==> src/rtl/core/der_pkg.sv <==
`timescale 1ns / 1ps

package der_pkg;

  localparam int DASH_W     = 8;
  localparam int COLOR_W    = 32;
  localparam int CFG_W      = 32;
  localparam int CFG_ADDR_W = 2;

  // configuration register indexes
  localparam logic [CFG_ADDR_W-1:0] CFG_DASH_EN  = 2'd0;
  localparam logic [CFG_ADDR_W-1:0] CFG_DASH_LEN = 2'd1;
  localparam logic [CFG_ADDR_W-1:0] CFG_GAP_LEN  = 2'd2;
  localparam logic [CFG_ADDR_W-1:0] CFG_COLOR    = 2'd3;

  // input opcodes
  localparam logic OP_START = 1'b0;
  localparam logic OP_STEP  = 1'b1;

  typedef logic [3:0] mul_sel_t;
  typedef logic [2:0] dec_op_t;

  // shared multiplier operand pairs
  localparam mul_sel_t MUL_NONE    = 4'd0;
  localparam mul_sel_t MUL_RX_RX   = 4'd1;
  localparam mul_sel_t MUL_RY_RY   = 4'd2;
  localparam mul_sel_t MUL_RX2_RY  = 4'd3;
  localparam mul_sel_t MUL_RY2_X   = 4'd4;
  localparam mul_sel_t MUL_RX2_Y   = 4'd5;
  localparam mul_sel_t MUL_RY2_X5  = 4'd6;
  localparam mul_sel_t MUL_RX2_Y2  = 4'd7;
  localparam mul_sel_t MUL_XX      = 4'd8;
  localparam mul_sel_t MUL_YM1SQ   = 4'd9;
  localparam mul_sel_t MUL_RX2_P   = 4'd10;
  localparam mul_sel_t MUL_RY2_SQ  = 4'd11;
  localparam mul_sel_t MUL_RX2_RY2 = 4'd12;
  localparam mul_sel_t MUL_RX2_Y5  = 4'd13;
  localparam mul_sel_t MUL_RY2_X4  = 4'd14;

  // decision register operations
  localparam dec_op_t DEC_HOLD = 3'd0;
  localparam dec_op_t DEC_INIT = 3'd1;
  localparam dec_op_t DEC_LOAD = 3'd2;
  localparam dec_op_t DEC_ADD  = 3'd3;
  localparam dec_op_t DEC_SUB  = 3'd4;
  localparam dec_op_t DEC_ADDS = 3'd5;

  typedef struct packed {
    mul_sel_t mul_sel;
    dec_op_t  dec_op;
    logic     load_start;
    logic     ld_rx2;
    logic     ld_ry2;
    logic     hold_ld;
    logic     sq_ld;
    logic     init;
    logic     emit;
    logic     inc_x;
    logic     dec_y;
    logic     last;
  } der_cmd_t;

  typedef struct packed {
    logic ge;
    logic dec_neg;
    logic dec_zero;
    logic y_zero;
    logic rad_zero;
  } der_stat_t;

endpackage

==> src/rtl/core/der_dpath.sv <==
`timescale 1ns / 1ps

module der_dpath import der_pkg::*; #(
  parameter int COORD_BITS  = 16,
  parameter int RADIUS_BITS = 12
) (
  input  logic                          clk,
  input  logic                          rst_n,
  input  der_cmd_t                      cmd,
  output der_stat_t                     stat,
  input  logic signed [COORD_BITS-1:0]  in_center_x,
  input  logic signed [COORD_BITS-1:0]  in_center_y,
  input  logic [RADIUS_BITS-1:0]        in_radius_x,
  input  logic [RADIUS_BITS-1:0]        in_radius_y,
  input  logic                          dash_enable,
  input  logic [DASH_W-1:0]             dash_len,
  input  logic [DASH_W-1:0]             gap_len,
  input  logic [COLOR_W-1:0]            pixel_color,
  output logic signed [COORD_BITS:0]    out_right_x,
  output logic signed [COORD_BITS:0]    out_left_x,
  output logic signed [COORD_BITS:0]    out_lower_y,
  output logic signed [COORD_BITS:0]    out_upper_y,
  output logic                          out_visible,
  output logic                          out_last,
  output logic [COLOR_W-1:0]            out_color
);

  localparam int R     = RADIUS_BITS;
  localparam int C     = COORD_BITS;
  localparam int SQ_W  = 2 * R;
  localparam int X_W   = R + 1;
  localparam int Y_W   = R + 2;
  localparam int MA_W  = 2 * R + 2;
  localparam int MB_W  = 2 * R;
  localparam int P_W   = MA_W + MB_W;
  localparam int DEC_W = 4 * R + 4;
  localparam int OUT_W = C + 1;
  localparam int EXT_W = ((C > R + 2) ? C : R + 2) + 2;

  logic signed [C-1:0]   ctr_x_r, ctr_y_r;
  logic [R-1:0]          rad_x_r, rad_y_r;
  logic [SQ_W-1:0]       rx2_r, ry2_r;
  logic [X_W-1:0]        off_x_r;
  logic signed [Y_W-1:0] off_y_r;
  logic [DEC_W-1:0]      dec_r, dec_nxt;
  logic [P_W-1:0]        prod_r, prod_nxt, hold_r;
  logic [MA_W-1:0]       sq_r;
  logic [DASH_W-1:0]     dash_cnt_r, dash_inc, dash_limit;
  logic                  drawing_r;

  logic [MA_W-1:0] mul_a;
  logic [MB_W-1:0] mul_b;
  logic [R-1:0]    y_mag, ym1_mag;
  logic [MA_W-1:0] x_ext, y_ext, x5, x4, y2, y5_mag;
  logic            y5_neg;
  logic [DEC_W-1:0] prod_ext;

  logic signed [EXT_W-1:0] cx_s, cy_s, ox_s, oy_s;
  logic signed [EXT_W-1:0] rx_sum, lx_sum, ly_sum, uy_sum;

  // offsets are never negative while they feed the multiplier
  assign y_mag   = off_y_r[R-1:0];
  assign ym1_mag = (y_mag == '0) ? R'(1) : y_mag - R'(1);
  assign x_ext   = MA_W'(off_x_r);
  assign y_ext   = MA_W'(y_mag);
  assign x5      = (x_ext << 1) + MA_W'(5);
  assign x4      = (x_ext << 1) + MA_W'(4);
  assign y2      = y_ext << 1;
  // 5 - 2y as sign and magnitude
  assign y5_neg  = (y_mag > R'(2));
  assign y5_mag  = y5_neg ? (y2 - MA_W'(5)) : (MA_W'(5) - y2);

  always_comb begin
    mul_a = '0;
    mul_b = '0;
    case (cmd.mul_sel)
      MUL_RX_RX: begin
        mul_a = MA_W'(rad_x_r);
        mul_b = MB_W'(rad_x_r);
      end
      MUL_RY_RY: begin
        mul_a = MA_W'(rad_y_r);
        mul_b = MB_W'(rad_y_r);
      end
      MUL_RX2_RY: begin
        mul_a = MA_W'(rad_y_r);
        mul_b = rx2_r;
      end
      MUL_RY2_X: begin
        mul_a = x_ext;
        mul_b = ry2_r;
      end
      MUL_RX2_Y: begin
        mul_a = y_ext;
        mul_b = rx2_r;
      end
      MUL_RY2_X5: begin
        mul_a = x5;
        mul_b = ry2_r;
      end
      MUL_RX2_Y2: begin
        mul_a = y2;
        mul_b = rx2_r;
      end
      MUL_XX: begin
        mul_a = x_ext;
        mul_b = MB_W'(off_x_r);
      end
      MUL_YM1SQ: begin
        mul_a = MA_W'(ym1_mag);
        mul_b = MB_W'(ym1_mag);
      end
      MUL_RX2_P: begin
        mul_a = prod_r[MA_W-1:0];
        mul_b = rx2_r;
      end
      MUL_RY2_SQ: begin
        mul_a = sq_r;
        mul_b = ry2_r;
      end
      MUL_RX2_RY2: begin
        mul_a = MA_W'(ry2_r);
        mul_b = rx2_r;
      end
      MUL_RX2_Y5: begin
        mul_a = y5_mag;
        mul_b = rx2_r;
      end
      MUL_RY2_X4: begin
        mul_a = x4;
        mul_b = ry2_r;
      end
      default: begin
        mul_a = '0;
        mul_b = '0;
      end
    endcase
  end

  assign prod_nxt = mul_a * mul_b;
  assign prod_ext = DEC_W'(prod_r);

  always_comb begin
    case (cmd.dec_op)
      DEC_INIT: dec_nxt = DEC_W'(ry2_r) - prod_ext + DEC_W'(rx2_r >> 2);
      DEC_LOAD: dec_nxt = prod_ext;
      DEC_ADD:  dec_nxt = dec_r + prod_ext;
      DEC_SUB:  dec_nxt = dec_r - prod_ext;
      DEC_ADDS: dec_nxt = y5_neg ? (dec_r - prod_ext) : (dec_r + prod_ext);
      default:  dec_nxt = dec_r;
    endcase
  end

  always_ff @(posedge clk) begin
    if (cmd.mul_sel != MUL_NONE) prod_r <= prod_nxt;
    if (cmd.hold_ld) hold_r <= prod_r;
    if (cmd.sq_ld) sq_r <= prod_r[MA_W-1:0] + x_ext;
    if (cmd.ld_rx2) rx2_r <= prod_r[SQ_W-1:0];
    if (cmd.ld_ry2) ry2_r <= prod_r[SQ_W-1:0];
    dec_r <= dec_nxt;
    if (cmd.load_start) begin
      ctr_x_r <= in_center_x;
      ctr_y_r <= in_center_y;
      rad_x_r <= in_radius_x;
      rad_y_r <= in_radius_y;
    end
    if (cmd.init) begin
      off_x_r <= '0;
      off_y_r <= $signed(Y_W'(rad_y_r));
    end else if (cmd.emit) begin
      if (cmd.inc_x) off_x_r <= off_x_r + X_W'(1);
      if (cmd.dec_y) off_y_r <= off_y_r - Y_W'(1);
    end
  end

  // dash pattern
  assign dash_inc   = dash_cnt_r + DASH_W'(1);
  assign dash_limit = drawing_r ? dash_len : gap_len;

  always_ff @(posedge clk) begin
    if (!rst_n) begin
      dash_cnt_r <= '0;
      drawing_r  <= 1'b1;
    end else if (cmd.init) begin
      dash_cnt_r <= '0;
      drawing_r  <= 1'b1;
    end else if (cmd.emit) begin
      if (dash_inc >= dash_limit) begin
        dash_cnt_r <= '0;
        drawing_r  <= !drawing_r;
      end else begin
        dash_cnt_r <= dash_inc;
      end
    end
  end

  // pixel coordinates from the offsets before this iteration's update
  assign cx_s   = EXT_W'(ctr_x_r);
  assign cy_s   = EXT_W'(ctr_y_r);
  assign ox_s   = $signed(EXT_W'(off_x_r));
  assign oy_s   = EXT_W'(off_y_r);
  assign rx_sum = cx_s + ox_s;
  assign lx_sum = cx_s - ox_s;
  assign ly_sum = cy_s + oy_s;
  assign uy_sum = cy_s - oy_s;

  always_ff @(posedge clk) begin
    if (cmd.emit) begin
      out_right_x <= rx_sum[OUT_W-1:0];
      out_left_x  <= lx_sum[OUT_W-1:0];
      out_lower_y <= ly_sum[OUT_W-1:0];
      out_upper_y <= uy_sum[OUT_W-1:0];
      out_visible <= drawing_r || !dash_enable;
      out_last    <= cmd.last;
      out_color   <= pixel_color;
    end
  end

  assign stat.ge       = (hold_r >= prod_r);
  assign stat.dec_neg  = dec_r[DEC_W-1];
  assign stat.dec_zero = (dec_r == '0);
  assign stat.y_zero   = (off_y_r == '0);
  assign stat.rad_zero = (in_radius_x == '0) || (in_radius_y == '0);

endmodule

==> src/rtl/core/der_ctrl.sv <==
`timescale 1ns / 1ps

module der_ctrl import der_pkg::*; (
  input  logic      clk,
  input  logic      rst_n,
  input  logic      in_valid,
  input  logic      in_op,
  output logic      in_stall,
  input  logic      out_stall,
  output logic      out_valid,
  input  der_stat_t stat,
  output der_cmd_t  cmd
);

  localparam logic [4:0] ST_IDLE     = 5'd0;
  localparam logic [4:0] ST_INIT_RX  = 5'd1;
  localparam logic [4:0] ST_INIT_RY  = 5'd2;
  localparam logic [4:0] ST_INIT_RXY = 5'd3;
  localparam logic [4:0] ST_INIT_DEC = 5'd4;
  localparam logic [4:0] ST_CMP_A    = 5'd5;
  localparam logic [4:0] ST_CMP_B    = 5'd6;
  localparam logic [4:0] ST_CMP_C    = 5'd7;
  localparam logic [4:0] ST_R1_ADD   = 5'd8;
  localparam logic [4:0] ST_R1_ADDY  = 5'd9;
  localparam logic [4:0] ST_R1_SUBY  = 5'd10;
  localparam logic [4:0] ST_SW_1     = 5'd11;
  localparam logic [4:0] ST_SW_2     = 5'd12;
  localparam logic [4:0] ST_SW_3     = 5'd13;
  localparam logic [4:0] ST_SW_4     = 5'd14;
  localparam logic [4:0] ST_SW_5     = 5'd15;
  localparam logic [4:0] ST_SW_6     = 5'd16;
  localparam logic [4:0] ST_R2_START = 5'd17;
  localparam logic [4:0] ST_R2_ADDY  = 5'd18;
  localparam logic [4:0] ST_R2_ADDYX = 5'd19;
  localparam logic [4:0] ST_R2_ADDX  = 5'd20;
  localparam logic [4:0] ST_EMIT     = 5'd21;

  logic [4:0] state_r, state_nxt;
  logic       active_r, active_nxt;
  logic       region_two_r, region_two_nxt;
  logic       step_x_r, step_x_nxt;
  logic       step_y_r, step_y_nxt;
  logic       out_valid_r, out_valid_nxt;

  always_comb begin
    state_nxt      = state_r;
    active_nxt     = active_r;
    region_two_nxt = region_two_r;
    step_x_nxt     = step_x_r;
    step_y_nxt     = step_y_r;
    out_valid_nxt  = out_valid_r && out_stall;
    cmd            = '0;
    cmd.mul_sel    = MUL_NONE;
    cmd.dec_op     = DEC_HOLD;
    case (state_r)
      ST_IDLE: begin
        if (in_valid) begin
          if (in_op == OP_START) begin
            if (stat.rad_zero) begin
              active_nxt = 1'b0;
            end else begin
              cmd.load_start = 1'b1;
              state_nxt      = ST_INIT_RX;
            end
          end else if (active_r) begin
            state_nxt = region_two_r ? ST_R2_START : ST_CMP_A;
          end
        end
      end
      ST_INIT_RX: begin
        cmd.mul_sel = MUL_RX_RX;
        state_nxt   = ST_INIT_RY;
      end
      ST_INIT_RY: begin
        cmd.ld_rx2  = 1'b1;
        cmd.mul_sel = MUL_RY_RY;
        state_nxt   = ST_INIT_RXY;
      end
      ST_INIT_RXY: begin
        cmd.ld_ry2  = 1'b1;
        cmd.mul_sel = MUL_RX2_RY;
        state_nxt   = ST_INIT_DEC;
      end
      ST_INIT_DEC: begin
        cmd.init       = 1'b1;
        cmd.dec_op     = DEC_INIT;
        active_nxt     = 1'b1;
        region_two_nxt = 1'b0;
        state_nxt      = ST_IDLE;
      end
      ST_CMP_A: begin
        cmd.mul_sel = MUL_RY2_X;
        state_nxt   = ST_CMP_B;
      end
      ST_CMP_B: begin
        cmd.hold_ld = 1'b1;
        cmd.mul_sel = MUL_RX2_Y;
        state_nxt   = ST_CMP_C;
      end
      ST_CMP_C: begin
        // region one increment is launched early, dropped if the region flips
        cmd.mul_sel = MUL_RY2_X5;
        step_x_nxt  = 1'b1;
        step_y_nxt  = !stat.dec_neg;
        if (stat.ge) begin
          state_nxt = ST_SW_1;
        end else if (stat.dec_neg) begin
          state_nxt = ST_R1_ADD;
        end else begin
          state_nxt = ST_R1_ADDY;
        end
      end
      ST_R1_ADD: begin
        cmd.dec_op = DEC_ADD;
        state_nxt  = ST_EMIT;
      end
      ST_R1_ADDY: begin
        cmd.dec_op  = DEC_ADD;
        cmd.mul_sel = MUL_RX2_Y2;
        state_nxt   = ST_R1_SUBY;
      end
      ST_R1_SUBY: begin
        cmd.dec_op = DEC_SUB;
        state_nxt  = ST_EMIT;
      end
      ST_SW_1: begin
        cmd.mul_sel = MUL_XX;
        state_nxt   = ST_SW_2;
      end
      ST_SW_2: begin
        cmd.sq_ld   = 1'b1;
        cmd.mul_sel = MUL_YM1SQ;
        state_nxt   = ST_SW_3;
      end
      ST_SW_3: begin
        cmd.mul_sel = MUL_RX2_P;
        state_nxt   = ST_SW_4;
      end
      ST_SW_4: begin
        cmd.dec_op  = DEC_LOAD;
        cmd.mul_sel = MUL_RY2_SQ;
        state_nxt   = ST_SW_5;
      end
      ST_SW_5: begin
        cmd.dec_op  = DEC_ADD;
        cmd.mul_sel = MUL_RX2_RY2;
        state_nxt   = ST_SW_6;
      end
      ST_SW_6: begin
        cmd.dec_op     = DEC_SUB;
        region_two_nxt = 1'b1;
        state_nxt      = ST_R2_START;
      end
      ST_R2_START: begin
        cmd.mul_sel = MUL_RX2_Y5;
        step_y_nxt  = 1'b1;
        if (!stat.dec_neg && !stat.dec_zero) begin
          step_x_nxt = 1'b0;
          state_nxt  = ST_R2_ADDY;
        end else begin
          step_x_nxt = 1'b1;
          state_nxt  = ST_R2_ADDYX;
        end
      end
      ST_R2_ADDY: begin
        cmd.dec_op = DEC_ADDS;
        state_nxt  = ST_EMIT;
      end
      ST_R2_ADDYX: begin
        cmd.dec_op  = DEC_ADDS;
        cmd.mul_sel = MUL_RY2_X4;
        state_nxt   = ST_R2_ADDX;
      end
      ST_R2_ADDX: begin
        cmd.dec_op = DEC_ADD;
        state_nxt  = ST_EMIT;
      end
      ST_EMIT: begin
        if (!out_valid_r || !out_stall) begin
          cmd.emit      = 1'b1;
          cmd.inc_x     = step_x_r;
          cmd.dec_y     = step_y_r;
          cmd.last      = region_two_r && stat.y_zero;
          out_valid_nxt = 1'b1;
          if (region_two_r && stat.y_zero) active_nxt = 1'b0;
          state_nxt = ST_IDLE;
        end
      end
      default: begin
        state_nxt = ST_IDLE;
      end
    endcase
  end

  always_ff @(posedge clk) begin
    if (!rst_n) begin
      state_r      <= ST_IDLE;
      active_r     <= 1'b0;
      region_two_r <= 1'b0;
      step_x_r     <= 1'b0;
      step_y_r     <= 1'b0;
      out_valid_r  <= 1'b0;
    end else begin
      state_r      <= state_nxt;
      active_r     <= active_nxt;
      region_two_r <= region_two_nxt;
      step_x_r     <= step_x_nxt;
      step_y_r     <= step_y_nxt;
      out_valid_r  <= out_valid_nxt;
    end
  end

  assign in_stall  = (state_r != ST_IDLE);
  assign out_valid = out_valid_r;

endmodule

==> src/rtl/core/dashed_ellipse_rasterizer.sv <==
// Dashed ellipse rasterizer, midpoint scheme, one iteration per step transaction.
// A start transaction (op 0) loads center and radii and primes the decision term;
// it returns nothing, and a zero radius just leaves the block
// idle. Each step transaction (op 1) returns the four symmetric pixel coordinates
// of the current iteration with a visible flag (dash pattern), the configured
// color and a last flag on the final iteration; steps while idle return nothing.
// All products go through one shared registered multiplier, and the block takes
// no new transaction until the current one has finished its sequence; a step also
// waits as long as the previous result stays stalled in the output register.
// Results sit in that register, so a new transaction is taken while the previous
// result still waits.
// Configuration writes are only legal while idle.
`timescale 1ns / 1ps

module dashed_ellipse_rasterizer import der_pkg::*; #(
  parameter int COORD_BITS  = 16,
  parameter int RADIUS_BITS = 12
) (
  input  logic                          clk,
  input  logic                          rst_n,
  // configuration write port
  input  logic                          cfg_wr_en,
  input  logic [CFG_ADDR_W-1:0]         cfg_addr,
  input  logic [CFG_W-1:0]              cfg_wdata,
  // input channel
  input  logic                          in_valid,
  output logic                          in_stall,
  input  logic                          in_op,
  input  logic signed [COORD_BITS-1:0]  in_center_x,
  input  logic signed [COORD_BITS-1:0]  in_center_y,
  input  logic [RADIUS_BITS-1:0]        in_radius_x,
  input  logic [RADIUS_BITS-1:0]        in_radius_y,
  // result channel
  output logic                          out_valid,
  input  logic                          out_stall,
  output logic signed [COORD_BITS:0]    out_right_x,
  output logic signed [COORD_BITS:0]    out_left_x,
  output logic signed [COORD_BITS:0]    out_lower_y,
  output logic signed [COORD_BITS:0]    out_upper_y,
  output logic                          out_visible,
  output logic                          out_last,
  output logic [COLOR_W-1:0]            out_color
);

  // configuration registers
  logic                dash_enable_r;
  logic [DASH_W-1:0]   dash_len_r;
  logic [DASH_W-1:0]   gap_len_r;
  logic [COLOR_W-1:0]  pixel_color_r;

  // controller to datapath
  der_cmd_t  cmd;
  der_stat_t stat;

  always_ff @(posedge clk) begin
    if (!rst_n) begin
      dash_enable_r <= 1'b0;
      dash_len_r    <= DASH_W'(4);
      gap_len_r     <= DASH_W'(4);
      pixel_color_r <= '0;
    end else if (cfg_wr_en) begin
      case (cfg_addr)
        CFG_DASH_EN:  dash_enable_r <= cfg_wdata[0];
        CFG_DASH_LEN: dash_len_r    <= cfg_wdata[DASH_W-1:0];
        CFG_GAP_LEN:  gap_len_r     <= cfg_wdata[DASH_W-1:0];
        CFG_COLOR:    pixel_color_r <= cfg_wdata[COLOR_W-1:0];
        default: ;
      endcase
    end
  end

  // sequencer: start setup, region test, decision updates, result handoff
  der_ctrl u_ctrl (
    .clk       (clk),
    .rst_n     (rst_n),
    .in_valid  (in_valid),
    .in_op     (in_op),
    .in_stall  (in_stall),
    .out_stall (out_stall),
    .out_valid (out_valid),
    .stat      (stat),
    .cmd       (cmd)
  );

  // recurrence state, shared multiplier, dash counter and result register
  der_dpath #(
    .COORD_BITS  (COORD_BITS),
    .RADIUS_BITS (RADIUS_BITS)
  ) u_dpath (
    .clk         (clk),
    .rst_n       (rst_n),
    .cmd         (cmd),
    .stat        (stat),
    .in_center_x (in_center_x),
    .in_center_y (in_center_y),
    .in_radius_x (in_radius_x),
    .in_radius_y (in_radius_y),
    .dash_enable (dash_enable_r),
    .dash_len    (dash_len_r),
    .gap_len     (gap_len_r),
    .pixel_color (pixel_color_r),
    .out_right_x (out_right_x),
    .out_left_x  (out_left_x),
    .out_lower_y (out_lower_y),
    .out_upper_y (out_upper_y),
    .out_visible (out_visible),
    .out_last    (out_last),
    .out_color   (out_color)
  );

endmodule

==> config.mk <==
export PLATFORM = sky130hd
export DESIGN_NAME = dashed_ellipse_rasterizer
export DESIGN_NICKNAME = d
export VERILOG_FILES = /design/src/rtl/core/der_pkg.sv /design/src/rtl/core/der_dpath.sv /design/src/rtl/core/der_ctrl.sv /design/src/rtl/core/dashed_ellipse_rasterizer.sv
export SDC_FILE = /design/constraint.sdc
export NUM_CORES = 2
export LEC_CHECK = 0
export BUFFER_PORTS_ARGS = -buffer_cell sky130_fd_sc_hd__buf_4
export CAP_MARGIN = 10
export CORE_ASPECT_RATIO = 1.1
export CORE_UTILIZATION = 58
export DETAILED_ROUTE_END_ITERATION = 10
export HOLD_SLACK_MARGIN = 0.02
export PLACE_DENSITY = 0.75
export SYNTH_ARGS = -nofsm -noshare
export SYNTH_HDL_FRONTEND = slang
export SYNTH_SLANG_ARGS = --single-unit
==> constraint.sdc <==
create_clock -name clk -period 33.1 [get_ports clk]
set_clock_uncertainty 0.1 [all_clocks]
set_input_delay 3.31 -clock clk [delete_from_list [all_inputs] [get_ports clk]]
set_output_delay 3.31 -clock clk [all_outputs]
set_load 0.005 [all_outputs]
* Yosys cells after proc, flatten, opt, wreduce, memory -nomap -nowiden
Cells that the tools add are included.
** Word-level totals
- Bits in registers :: 479
- Bits of input ports :: 96
- Logic and storage cells :: 197
** Operators by class
- Add/subtract/negate cells :: 17
- $mul :: 1
- Magnitude comparators :: 3
- Equal/unequal tests :: 50
- Mux-type cells :: 46
- Bitwise logic cells :: 1
- Reduce and logical (&&, ||, !) cells :: 47
** Operators by type and width (number)
- $pmux W26 S12 :: 1
- $pmux W52 S5 :: 1
- $pmux W24 S6 :: 1
- $pmux W5 S18 :: 1
- $pmux W4 S14 :: 1
- $add A52 B22 Y52 :: 1
- $add A52 B50 Y52 :: 1
- $logic_not A52 Y1 :: 1
- $mux W52 :: 1
- $sub A52 B50 Y52 :: 1
- $sub A24 B50 Y51 :: 1
- $ge A50 B50 Y1 :: 1
- $mul A26 B24 Y50 :: 1
- $mux W12 :: 4
- $eq A5 B4 Y1 const B :: 8
- $logic_not A12 Y1 :: 3
- $add A16 B14 Y17 :: 2
- $sub A16 B14 Y17 :: 2
- $add A14 B3 Y15 const B :: 2
- $eq A5 B5 Y1 const B :: 6
- $mux W5 :: 6
- $eq A4 B4 Y1 const B :: 7
- $add A26 B13 Y26 :: 1
- $mux W26 :: 1
- 47 further kinds :: 110

* Depth between registers and ports, before layout
- Depth after elaboration :: 7
- Mapped depth :: 37

* Cells and area by module
From an unflattened synthesis, not the netlist that was laid out.
** Second synthesis, totals
- Cell total of the unflattened synthesis :: 5939
- Area total of the unflattened synthesis :: 53970.5 um^2
** Modules (own cells, without submodules)
- der_dpath :: instances 1, cells each 5598, area each 51111.5 um^2
- dashed_ellipse_rasterizer :: instances 1, cells each 199, area each 1943.1 um^2
- der_ctrl :: instances 1, cells each 142, area each 915.9 um^2

* Least setup slack after synthesis
OpenSTA, ideal clock, no wires.
- Kind :: register to register
- Start :: register u_ctrl.state_r[1]
- End :: register u_dpath.prod_r[46] (data pin)
- Library setup time :: 0.265 ns
- Data arrival time :: 10.321 ns
- Path slack :: 22.414 ns
- Stages on the path, launching flop included :: 34
- Buffers on the path :: 3
- Cell sequence :: dfxtp_1 clkbuf_1 nand2_1 nor4_1 clkbuf_1 a22oi_1 and3_1 o2111ai_1 clkbuf_1 nand2_1 fa_1 inv_1 fa_1 inv_1 fa_1 fa_1 inv_1 fa_1 fa_1 inv_1 fa_1 inv_1 ha_1 a21o_1 a21o_1 a21oi_1 o211ai_1 a2111oi_1 nor3_1 o31ai_2 o21ai_0 a21o_1 and4_1 or3_1
** On the way
- Longest elaborated chain between the ends :: 6
** RTL lines
- start: declaration :: RTL line der_ctrl.sv:38 : logic [4:0] state_r, state_nxt;
- start signal: assignment :: RTL line der_ctrl.sv:204 : state_r <= state_nxt;
- $eq A5 B5 Y1 (tied with other cells) :: RTL line der_ctrl.sv:55 : case (state_r)
- $pmux W4 S14 * :: RTL line der_ctrl.sv:55
- $eq A4 B2 Y1 (tied with other cells) :: RTL line der_dpath.sv:76 : case (cmd.mul_sel)
- $reduce_or A6 Y1 (no line) (tied with other cells)
- $pmux W24 S6 or $pmux W26 S12 (tied branches) :: RTL line der_dpath.sv:76
- $mul A26 B24 Y50 * :: RTL line der_dpath.sv:140 : assign prod_nxt = mul_a * mul_b;
- net u_dpath.prod_nxt[46] :: RTL line der_dpath.sv:46 : logic [P_W-1:0] prod_r, prod_nxt, hold_r;
- end signal: assignment :: RTL line der_dpath.sv:155 : if (cmd.mul_sel != MUL_NONE) prod_r <= prod_nxt;
- end: declaration :: RTL line der_dpath.sv:46
Mark *: on every way through the listed nets, which the timed path passes. The rest lies on a longest branch.
A chain may end at the register's enable or synchronous reset.

* Final worst setup path
- Start :: register u_dpath.off_y_r[5]
- End :: register u_dpath.prod_r[46] (data pin)
** On the way
- Longest elaborated chain between the ends :: 4
** RTL lines
- start: declaration :: RTL line der_dpath.sv:44 : logic signed [Y_W-1:0] off_y_r;
- start signal: assignment :: RTL line der_dpath.sv:169 : off_y_r <= $signed(Y_W'(rad_y_r));
- start signal: assignment :: RTL line der_dpath.sv:172 : if (cmd.dec_y) off_y_r <= off_y_r - Y_W'(1);
- $sub A3 B13 Y14 (tied with other cells) :: RTL line der_dpath.sv:71 : assign y5_mag = y5_neg ? (y2 - MA_W'(5)) : (MA_W'(5) - y2);
- $mux W26 or $mux W12 (tied branches) :: RTL line der_dpath.sv:71, der_dpath.sv:63
- $pmux W26 S12 or $pmux W24 S6 (tied branches) :: RTL line der_dpath.sv:76
- $mul A26 B24 Y50 * :: RTL line der_dpath.sv:140
- net u_dpath.prod_nxt[46] :: RTL line der_dpath.sv:46
Marked as above.

==> flow_metrics.env <==
export IMPL_outcome="finished clean"
export IMPL_crit_arrival_ps=12160
export IMPL_portBuffers=199
export IMPL_final_setup_tns_ps=0
export IMPL_ios=200
export IMPL_dr_pass1_iters=8
export IMPL_async_flop_share_pct=0
export IMPL_maxClockFrequency_mhz=83.9
export IMPL_postSynthRegisterBits=477
export IMPL_peakVddDrop_mv=0.0431
export IMPL_pwr_density_cell_nw_per_um2=57.4
export IMPL_synthToLayoutAreaGrowth_pct=8.47
export IMPL_cts_root_buffer_cell="clkbuf_16"
export IMPL_grt_use_total_pct=35.6
export IMPL_synthesis_area_per_instance_um2=9.08
export IMPL_clockBufferDepth=3
export IMPL_die_width_um=290
export IMPL_synth_largest_area_cell="edfxtp_1"
export IMPL_worstMarginPinSlew_ps=1230
export IMPL_hold_buffers=0
export IMPL_grt_overflow_total=0
export IMPL_gp_congestion=1.01
export IMPL_most_common_layout_cells="inv_1, nand2_1, fa_1"
export IMPL_grt_first_pass_wirelength_um=255000
export IMPL_grt_antenna_before_repair=2
export IMPL_placementRows=115
export IMPL_routed_wire_length_per_instance_um=23.4
export IMPL_power_leakage_uw=0.0255
export IMPL_worst_slack_ps=21170
export IMPL_preCtsSetupSlack_ps=21380
export IMPL_start_kind="flip-flop"
export IMPL_tritoncts_num_buffers=52
export IMPL_crit_path_max_fanout=25
export IMPL_syn_instance_count=5834
export IMPL_max_slew_headroom_at_the_worst_pin_pct=18.2
export IMPL_timing_critical_path_required_ps=33330
export IMPL_regArea_um2=13500
export IMPL_synth_distinct_cells=106
export IMPL_setup_viol=0
export IMPL_tritoncts_clock_tree="built"
export IMPL_timing_setup_critical_path_class="flip-flop to flip-flop"
export IMPL_die_height_um=319
export IMPL_timing_critical_path_mode_cell="fa_1"
export IMPL_htree_levels=2
export IMPL_floorplan_die_area_um2=92600
export IMPL_worstSkewPairLatency_ps=630
export IMPL_synthTopCellsByArea="edfxtp_1, fa_1, ha_1"
export IMPL_drt_iter0_markers=4714
export IMPL_synth_seq_area_share_pct=25.5
export IMPL_clock_slew_at_reported_path_ffs_ps=60
export IMPL_tritoncts_num_sinks=477
export IMPL_drt_antenna_violating_nets=0
export IMPL_via_count=44800
export IMPL_critical_path_max_stage_delay_ps=850
export IMPL_critPathCaptureType="flip-flop"
export IMPL_num_fill_cells=7430
export IMPL_synth_cell_area_um2=53000
export IMPL_synth_edff_count=394
export IMPL_dpl_hpwl_um=129000
export IMPL_crit_path_top_delay_cell="nand2b_1"
export IMPL_grt_max_degree=68
export IMPL_hold_class="flip-flop to flip-flop"
export IMPL_layout_nets=6998
export IMPL_post_layout_min_period_ps=11930
export IMPL_yosysWarnings=0
export IMPL_initial_utilization_pct=58.9
export IMPL_dominantRegCellSynth="edfxtp_1"
export IMPL_layout_worst_path_cycle_share_pct=36.0
export IMPL_routed_wirelength_um=167000
export IMPL_synth_top_cell_area_share_pct=22.3
export IMPL_routed_via_density=6.29
export IMPL_rsz0062_at_grt="false"
export IMPL_report_final_hold_viol_count=0
export IMPL_vias_in_the_first_global_route=44300
export IMPL_final_max_slew_viol_count=0
export IMPL_leading_cell_type_in_the_layout_fill_and_taps_excluded="inv_1"
export IMPL_cap_viol_max_count=0
export IMPL_post_cts_resized=0
export IMPL_cts_setup_buffers=0
export IMPL_drc_errors=0
export IMPL_syn_num_nets=6922
export IMPL_share_of_post_route_cells_with_drive_strength_above_1_pct=7.88
export IMPL_core_area_um2=89900
export IMPL_multi_input_gate_area_um2=35200
==> logic make-up after synthesis <==
logic type	after synthesis	share of synthesized area (%)
fa+ha+maj	992	31.0
xor+xnor	251	4.15
mux	20	0.380
simple gates	1716	14.8
flops	477	25.5
compound gates	1227	15.9
buf+inv	1151	8.27
==> cells in the mapped netlist (35+ instances only) <==
master	instances
o221ai_1	36
nand3_1	98
a221o_1	40
ha_1	457
nor2b_1	45
o21ai_0	181
inv_1	881
and2_1	65
nor3_1	78
xor2_1	57
nand4_1	50
dfxtp_1	83
a22oi_1	50
clkbuf_1	215
nand2_1	690
xnor2_1	194
a21o_1	116
edfxtp_1	394
a21oi_1	344
o21bai_1	53
nor4_1	53
nor2_1	434
a31oi_1	35
and3_1	40
fa_1	535
nand2b_1	46
==> worst max-delay path: cells and delay by family (launching register included) <==
kind	cells	cell delay, ps
AO/OA/AOI/OAI	10	3310
flip-flops	1	530
buffers and inverters	5	320
adder cells (fa/ha/maj)	8	3650
AND/OR/NAND/NOR	8	3680
==> through the flow <==
stage / area [um2] / std cells / hold slack, ps / utilization, % / total power (uW)
final: 57500 / 7124 / 329 / 63.9 / 3300
after global routing: 57500 / 7124 / 337 / 63.9 / 3480
after CTS: 57500 / 7123 / 330 / 63.9 / 3250
after detailed placement: 55700 / 7026 / 315 / 61.9 / 2630
after global placement: 55700 / 7025 / 311 / 61.9 / 2600
after floorplan: 53000 / 5834 / 308 / - / 2110
==> sequential cells by signal, indices dropped and copies added (netlist names), 17 cells and up <==
name,flops
u_dpath.ry2_r,24
u_dpath.hold_r,50
u_dpath.out_color,32
u_dpath.out_left_x,17
u_dpath.rx2_r,24
u_dpath.dec_r,52
pixel_color_r,32
u_dpath.prod_r,50
u_dpath.sq_r,26
u_dpath.out_upper_y,17
==> final timing paths <==
check,start,cells past startpoint,slack [ps],to
worst min-delay path,pixel_color_r[4]$_SDFFE_PN0P_,0,330,u_dpath.out_color[4]$_DFFE_PP_
worst min register to register,pixel_color_r[4]$_SDFFE_PN0P_,0,330,u_dpath.out_color[4]$_DFFE_PP_
worst max-delay path,u_dpath.off_y_r[5]$_DFFE_PP_,31,21170,u_dpath.prod_r[46]$_DFFE_PP_
worst max register to register,u_dpath.off_y_r[5]$_DFFE_PP_,31,21170,u_dpath.prod_r[46]$_DFFE_PP_
==> per-layer routing <==
layer,global-route usage [%],vias up,part of all wire (%)
li1,-,20000,-
met1,48.2,22000,40
met2,56.9,2420,45
met3,5.14,453,9.7
met4,15.8,2,4.9
met5,0,-,0.0078
==> report_power, final <==
part / internal, uW / leakage (uW) / total, uW / switching, uW
combinational: 642 / 0.0204 / 1810 / 1160
sequential: 780 / 0.00426 / 878 / 98.3
clock: 357 / 0.000877 / 617 / 260
total: 1780 / 0.0255 / 3300 / 1520
==> area by class of cell <==
class	count	share of cell area, %
Tap cell	1170	2.55
Multi-Input combinational cell	4206	61.3
Clock inverter	37	0.729
Timing Repair Buffer	290	3.78
Sequential cell	477	23.5
Clock buffer	60	2.41
Inverter	883	5.77
Antenna cell	1	0.00435
(Power assumes the default switching activity.)
